$ cat config.mk
export PLATFORM = sky130hd
export DESIGN_NAME = signed_varint_encoder_unit
export DESIGN_NICKNAME = d
export VERILOG_FILES = /design/src/rtl/core/svenc_pkg.sv /design/src/rtl/core/svenc_group_unit.sv /design/src/rtl/core/signed_varint_encoder_unit.sv
export SDC_FILE = /design/constraint.sdc
export NUM_CORES = 1
export LEC_CHECK = 0
export ABC_AREA = 1
export BUFFER_PORTS_ARGS = -buffer_cell sky130_fd_sc_hd__buf_2
export CAP_MARGIN = 0
export CORE_ASPECT_RATIO = 0.9
export CORE_MARGIN = 2
export CORE_UTILIZATION = 40
export CTS_CLUSTER_SIZE = 12
export DETAILED_ROUTE_END_ITERATION = 12
export PLACE_DENSITY = 0.59
export SETUP_SLACK_MARGIN = 0.15
export SLEW_MARGIN = 40
export SYNTH_ARGS = -nofsm -noshare
export SYNTH_HDL_FRONTEND = slang
export SYNTH_HIERARCHICAL = 1
export SYNTH_SLANG_ARGS = --single-unit
$ cat constraint.sdc
create_clock -name aclk -period 3.3 [get_ports aclk]
set_input_delay 0.165 -clock aclk [delete_from_list [all_inputs] [get_ports aclk]]
set_output_delay 0.165 -clock aclk [all_outputs]
set_load 0.01 [all_outputs]
$ cat src/rtl/core/svenc_pkg.sv
package svenc_pkg;

    localparam int ValueWidth = 64;
    localparam int ByteWidth  = 8;
    localparam int GroupWidth = 7;
    localparam int HeadWidth  = 6;
    localparam int MaxBytes   = 10;
    localparam int ShWidth    = HeadWidth + GroupWidth * (MaxBytes - 1) + 1;
    localparam int CntWidth   = $clog2(MaxBytes + 1);

    localparam logic [1:0] ST_IDLE = 2'd0;
    localparam logic [1:0] ST_NORM = 2'd1;
    localparam logic [1:0] ST_EMIT = 2'd2;

    typedef struct packed {
        logic                  first;
        logic                  neg;
        logic                  last;
        logic [ShWidth-1:0]    sh;
    } group_req_t;

    typedef struct packed {
        logic                  top_zero;
        logic [ByteWidth-1:0]  data;
        logic [ShWidth-1:0]    shifted;
    } group_rsp_t;

endpackage

$ cat src/rtl/core/svenc_group_unit.sv
module svenc_group_unit
    import svenc_pkg::*;
(
    input  group_req_t req,
    output group_rsp_t rsp
);

    logic [GroupWidth-1:0] payload;

    always_comb begin
        if (req.first) begin
            payload = {req.neg, req.sh[ShWidth-2 -: HeadWidth]};
        end else begin
            payload = req.sh[ShWidth-1 -: GroupWidth];
        end
        // top group plus the next bit must be clear to drop one byte
        rsp.top_zero = (req.sh[ShWidth-2 -: GroupWidth] == '0);
        rsp.data     = {~req.last, payload};
        rsp.shifted  = {req.sh[ShWidth-GroupWidth-1:0], {GroupWidth{1'b0}}};
    end

endmodule

$ cat src/rtl/core/signed_varint_encoder_unit.sv
// one byte per cycle while emitting and not stalled; a new value waits for the last byte
// the normalize loop drops one leading 7-bit group per cycle through the shared group unit
// s_ready is high only while the sequencer is idle
// synchronous active-low reset clears the sequencer and the output valid
module signed_varint_encoder_unit
    import svenc_pkg::*;
(
    input  logic                  aclk,
    input  logic                  aresetn,
    input  logic                  s_valid,
    output logic                  s_ready,
    input  logic [ValueWidth-1:0] s_value,
    output logic                  m_valid,
    input  logic                  m_ready,
    output logic [ByteWidth-1:0]  m_out_byte,
    output logic                  m_last
);

    logic [1:0]           state_reg, state_next;
    logic [CntWidth-1:0]  cnt_reg, cnt_next;
    logic [ShWidth-1:0]   sh_reg, sh_next;
    logic                 neg_reg, neg_next;
    logic                 first_reg, first_next;
    logic                 m_valid_reg, m_valid_next;
    logic [ByteWidth-1:0] m_out_byte_reg, m_out_byte_next;
    logic                 m_last_reg, m_last_next;

    logic                 in_fire;
    logic                 emit_fire;
    logic [ValueWidth-1:0] mag;
    group_req_t           greq;
    group_rsp_t           grsp;

    assign s_ready    = (state_reg == ST_IDLE);
    assign in_fire    = s_valid && s_ready;
    assign emit_fire  = (state_reg == ST_EMIT) && (!m_valid_reg || m_ready);
    assign m_valid    = m_valid_reg;
    assign m_out_byte = m_out_byte_reg;
    assign m_last     = m_last_reg;

    assign mag = s_value[ValueWidth-1] ? (~s_value + 1'b1) : s_value;

    assign greq.first = first_reg;
    assign greq.neg   = neg_reg;
    assign greq.last  = (cnt_reg == CntWidth'(1));
    assign greq.sh    = sh_reg;

    svenc_group_unit u_group (
        .req (greq),
        .rsp (grsp)
    );

    always_comb begin
        state_next      = state_reg;
        cnt_next        = cnt_reg;
        sh_next         = sh_reg;
        neg_next        = neg_reg;
        first_next      = first_reg;
        m_valid_next    = m_valid_reg && !m_ready;
        m_out_byte_next = m_out_byte_reg;
        m_last_next     = m_last_reg;
        case (state_reg)
            ST_IDLE: begin
                if (in_fire) begin
                    sh_next    = {{(ShWidth-ValueWidth){1'b0}}, mag};
                    neg_next   = s_value[ValueWidth-1];
                    cnt_next   = CntWidth'(MaxBytes);
                    first_next = 1'b1;
                    state_next = ST_NORM;
                end
            end
            ST_NORM: begin
                if ((cnt_reg != CntWidth'(1)) && grsp.top_zero) begin
                    sh_next  = grsp.shifted;
                    cnt_next = cnt_reg - 1'b1;
                end else begin
                    state_next = ST_EMIT;
                end
            end
            ST_EMIT: begin
                if (emit_fire) begin
                    m_valid_next    = 1'b1;
                    m_out_byte_next = grsp.data;
                    m_last_next     = greq.last;
                    sh_next         = grsp.shifted;
                    cnt_next        = cnt_reg - 1'b1;
                    first_next      = 1'b0;
                    if (greq.last) begin
                        state_next = ST_IDLE;
                    end
                end
            end
            default: begin
                state_next = ST_IDLE;
            end
        endcase
    end

    always_ff @(posedge aclk) begin
        if (!aresetn) begin
            state_reg   <= ST_IDLE;
            cnt_reg     <= '0;
            m_valid_reg <= 1'b0;
        end else begin
            state_reg   <= state_next;
            cnt_reg     <= cnt_next;
            m_valid_reg <= m_valid_next;
        end
    end

    always_ff @(posedge aclk) begin
        sh_reg         <= sh_next;
        neg_reg        <= neg_next;
        first_reg      <= first_next;
        m_out_byte_reg <= m_out_byte_next;
        m_last_reg     <= m_last_next;
    end

`ifndef SYNTHESIS
    a_cnt_range: assert property (@(posedge aclk) disable iff (!aresetn)
        (state_reg != ST_IDLE) |-> (cnt_reg != '0 && cnt_reg <= CntWidth'(MaxBytes)))
        else $error("byte count out of range while busy");

    a_accept_norm: assert property (@(posedge aclk) disable iff (!aresetn)
        in_fire |=> (state_reg == ST_NORM && cnt_reg == CntWidth'(MaxBytes)))
        else $error("accepted value did not start normalize");

    a_sign_first: assert property (@(posedge aclk) disable iff (!aresetn)
        (emit_fire && first_reg && neg_reg) |=> (m_valid && m_out_byte[ByteWidth-2]))
        else $error("sign bit missing on first byte of negative value");

    a_last_idle: assert property (@(posedge aclk) disable iff (!aresetn)
        (emit_fire && cnt_reg == CntWidth'(1)) |=> (state_reg == ST_IDLE && m_last))
        else $error("final byte did not end the encoding");
`endif

endmodule
==> metrics.md <==
| Metric | Value |
|---|---|
| Core region area | about 16000 um2 |
| Fmax | approximately 480 MHz |
| Sinks on Clock Net | 88 |
| Worst Reg-to-Reg Cells | 10 |
| Max VDD drop | slightly above 0.9 mV |
| Antenna cells | 0 |
| H-tree depth | 3 |
| Net load switching power | 2.32 mW |
| Yosys warnings | 6 |
| Critical path startpoint category | flip-flop |
| Library cells used by synthesis | 32 |
| Critical path arrival | roughly 2.4 ns |
| WP data required | 3.58 ns |
| Hold Buf Count CTS | 0 |
| CTS Buffer Depth | 2 |
| Slowest stage delay, CP | approximately 0.35 ns |
| Total of max-cap violations | 0 |
| Filler instances | approximately 1.7k |
| Synth area leaders | edfxtp_1 38%, nand2_1 17%, buf_4 9.1%, nor2_1 8.7%, nand3_1 6.0% |
| Post-layout instance area | between 6000 and 7000 um2 |
| Worst setup path category | reg -> reg |
| Post-synthesis register bit count | between 80 and 90 |
| Setup crit end kind | flip-flop |
| Largest register FFs | 70 |
| Worst-margin pin slew | about 0.68 ns |
| 1st-iter DRT viols | roughly 470 |
| GPL Wtd Cong | roughly 0.9 |
| Predominant post-synthesis flop cell | edfxtp_1 |
| Critical path depth in cells | 10 |
| Fin crit period | between 2 and 2.5 ns |
| Synth Area in XOR/XNOR | around 1.2% |
| Die width | 138 um |
| Site Rows | 44 |
| Combinational share of power | 40.2% |
| Area fraction in compound gates after synthesis | under 10% |
| Post-Route WL | ~17000 um |
| Main combinational cell family by area after synthesis | simple AND/OR/NAND/NOR gates |
| Dpl cell area | about 6500 um2 |
| Critical-path cell list | inv_1, ha_2, inv_1, o21ai_0, inv_1, nand3b_1, nand2_8, nand2_1, nand2_1, nor3_1 |
| Worst-path clk slew | approximately 0.07 ns |
| Slew headroom | 54.7% |
| Final nets | 987 |
| Overflow after GRT | 0 |
| Io pins | 79 |
| Final setup TNS | 0 ns |
| Hold endpoint | state_reg[0] |
| Outcome | finished clean |
| Post-CTS setup buffers | 0 |
| Port Buffers | between 70 and 80 |
| Reg power frac | ~41% |
| Initial antenna violation count | 0 |
| P_int | roughly 3.4 mW |
| Vias in the first global route | ~5.0k |
| Largest net degree at the start of global routing | ~80 |
| Mux share of post-synthesis cell area | 0% |
| Layout overhead on the synthesized area | 5.73% |
| Total GRT Usage | 20.9% |
| Yosys top cell by area | edfxtp_1 |
| Post-route DRC | 0 |
| Post-synth EDFFs | 81 |
| First-pass GRT wire length | between 20000 and 30000 um |
| Share of the synthesized area in the top cell type | a little under two fifths |
| Hold Path Class | in -> reg |
| Die ar. | around 17000 um2 |
| Hold Path Stages | 3 |
| CTS tree | done |
| Slew Limit Fails | 0 |
| Final Hold Fails | 0 |
| Post-synthesis instance total | roughly 900 |
| Sequential share of the synthesized area | approximately two fifths |
| Worst reg2reg endpoint | cnt_reg[2] |
| Root Driver | clkbuf_16 |
| Slowest cell on crit path | nand2_8 |
| DPL Wire Length | 13000 um |
| Routed WL per cell | approximately 15 um |
| Most used cell, CP | inv_1 |
| Hold_sp | aresetn |
| Synthesized cell area | 6460 um2 |
| Leak | ~3 nW |
| Height of the die | between 100 and 150 um |
| Clock Skew | between 0.008 and 0.009 ns |
| TritonCTS buffer count | 9 |
| Sw Ratio | just over 40% |
| Crit path buffers/inverters | 3 |
| Starting Density | a little over 40% |
| Fin crit share | approximately 63% |
| Post-Synth Adder-Cell Area | under 10% |
| Clock share of power | a little under a fifth |
| Vias/cell | about 5.0 |
| RSZ-0062 raised after global routing | false |
| Post-DRT Antenna Nets | 0 |
| R2r startpoint | state_reg[0] |
| Synth top cells by count | 287 x nand2_1, 149 x nor2_1, 81 x edfxtp_1 |
| Fin util | 42.8% |
| Post_cts resized | 0 |
| CP max FO | 78 |
| Post-Synth Simple-Gate Area | between 30 and 40% |
| DR pass1 iterations | 5 |
| Most numerous cell in the Yosys netlist | nand2_1 |
| Asr flop ratio synth | 0% |
| R2R Setup Slk | roughly 1.2 ns |
| Detailed-route via count | between 5k and 6k |
| Layout cells sized above 1 | 13.9% |
| Power per cell area | approximately 830 nW/um2 |
| Delay-heaviest family, CP | simple AND/OR/NAND/NOR gates |
| Setup violations, final | 0 |
| Mapped Avg Cell Area | between 7 and 8 um2 |
| Worst-Skew Late Latency | 0.36 ns |
==> power by group through the flow <==
| stage | logic (mW) | registers [mW] | clock network, mW |
|---|---|---|---|
| after detailed placement | 2.31 | 2.37 | 0 |
| after global routing | 2.62 | 2.41 | 1.11 |
| final | 2.29 | 2.34 | 1.05 |
| after CTS | 2.33 | 2.35 | 1.08 |
| after floorplan | 2.15 | 2.36 | 0 |
| after global placement | 2.30 | 2.36 | 0 |
==> cell families after synthesis <==
family	count (synthesis)
and+or+nand+nor	564
AOI/OAI and AO/OA	78
DFF	88
buffers and inverters	165
xor gates and xnor gates	9
adders and majority gates	6
other	1
==> cell type report <==
| class | count | area (um2) | area share [%] |
|---|---|---|---|
| Inverter | 67 | 251 | 3.68 |
| Timing Repair Buffer | 83 | 440 | 6.45 |
| Multi-Input combinational cell | 664 | 3010 | 44.1 |
| Tap cell | 207 | 259 | 3.79 |
| Clock inverter | 7 | 70.1 | 1.03 |
| Sequential cell | 88 | 2570 | 37.7 |
| Clock buffer | 9 | 225 | 3.30 |
==> worst max path at each step <==
stage | startpoint | end
after floorplan | state_reg[0] | cnt_reg[3]
after global placement | cnt_reg[0] | cnt_reg[2]
after detailed placement | cnt_reg[0] | cnt_reg[2]
after CTS | state_reg[0] | cnt_reg[2]
after global routing | cnt_reg[1] | cnt_reg[1]
final | state_reg[0] | cnt_reg[2]
==> stage by stage <==
stage	hold WS, ns	worst slack (ns)	power (mW)	cells
global placement	0.432	1.05	4.66	1109
floorplan	0.264	0.926	4.51	917
CTS	0.0707	1.19	5.75	1125
finish	0.0970	1.22	5.68	1125
global route	0.112	0.911	6.13	1125
detailed placement	0.436	1.21	4.68	1109
==> worst reg2reg max path, cell delays in order (launching register included) <==
cell,delay (ns)
dfxtp_1,0.32
inv_1,0.10
ha_2,0.21
inv_1,0.06
o21ai_0,0.21
inv_1,0.10
nand3b_1,0.20
nand2_8,0.35
nand2_1,0.21
nand2_1,0.08
nor3_1,0.17
==> cells in the final DEF (no fill, tap or decap), types with 2 or more instances in the layout <==
cell type  netlist  final
a21oi_1         26     25
and2_1           2      2
buf_2            5     78
buf_4           78      4
clkbuf_16        0      9
conb_1           1      7
dfxtp_1          7      7
edfxtp_1        81     81
ha_1             6      5
inv_1           65     65
inv_2            1      2
inv_6            0      4
nand2_1        287    287
nand2_2          6      5
nand2_4          2      2
nand3_1         77     77
nand3b_1         8      8
nand4_1         11     11
nor2_1         149    149
nor2_2           6      6
nor2_4           6      6
nor3_1           3      3
o21ai_0         47     47
o21ai_1          2      2
o21ai_2          2      2
or2_0            4      4
xnor2_1          4      4
xor2_1           5      5
==> metal layers <==
metal / wire length (um) / vias up / part of all wire, % / global-route usage [%]
met3: 1070 / 18 / 6.2 / 3.79
met1: 8100 / 2516 / 47 / 29.8
li1: - / 2867 / - / -
met2: 7830 / 186 / 45 / 32.4
met4: 272 / 0 / 1.6 / 5.94
met5: 0 / - / 0 / 0
(Power assumes the default switching activity.)
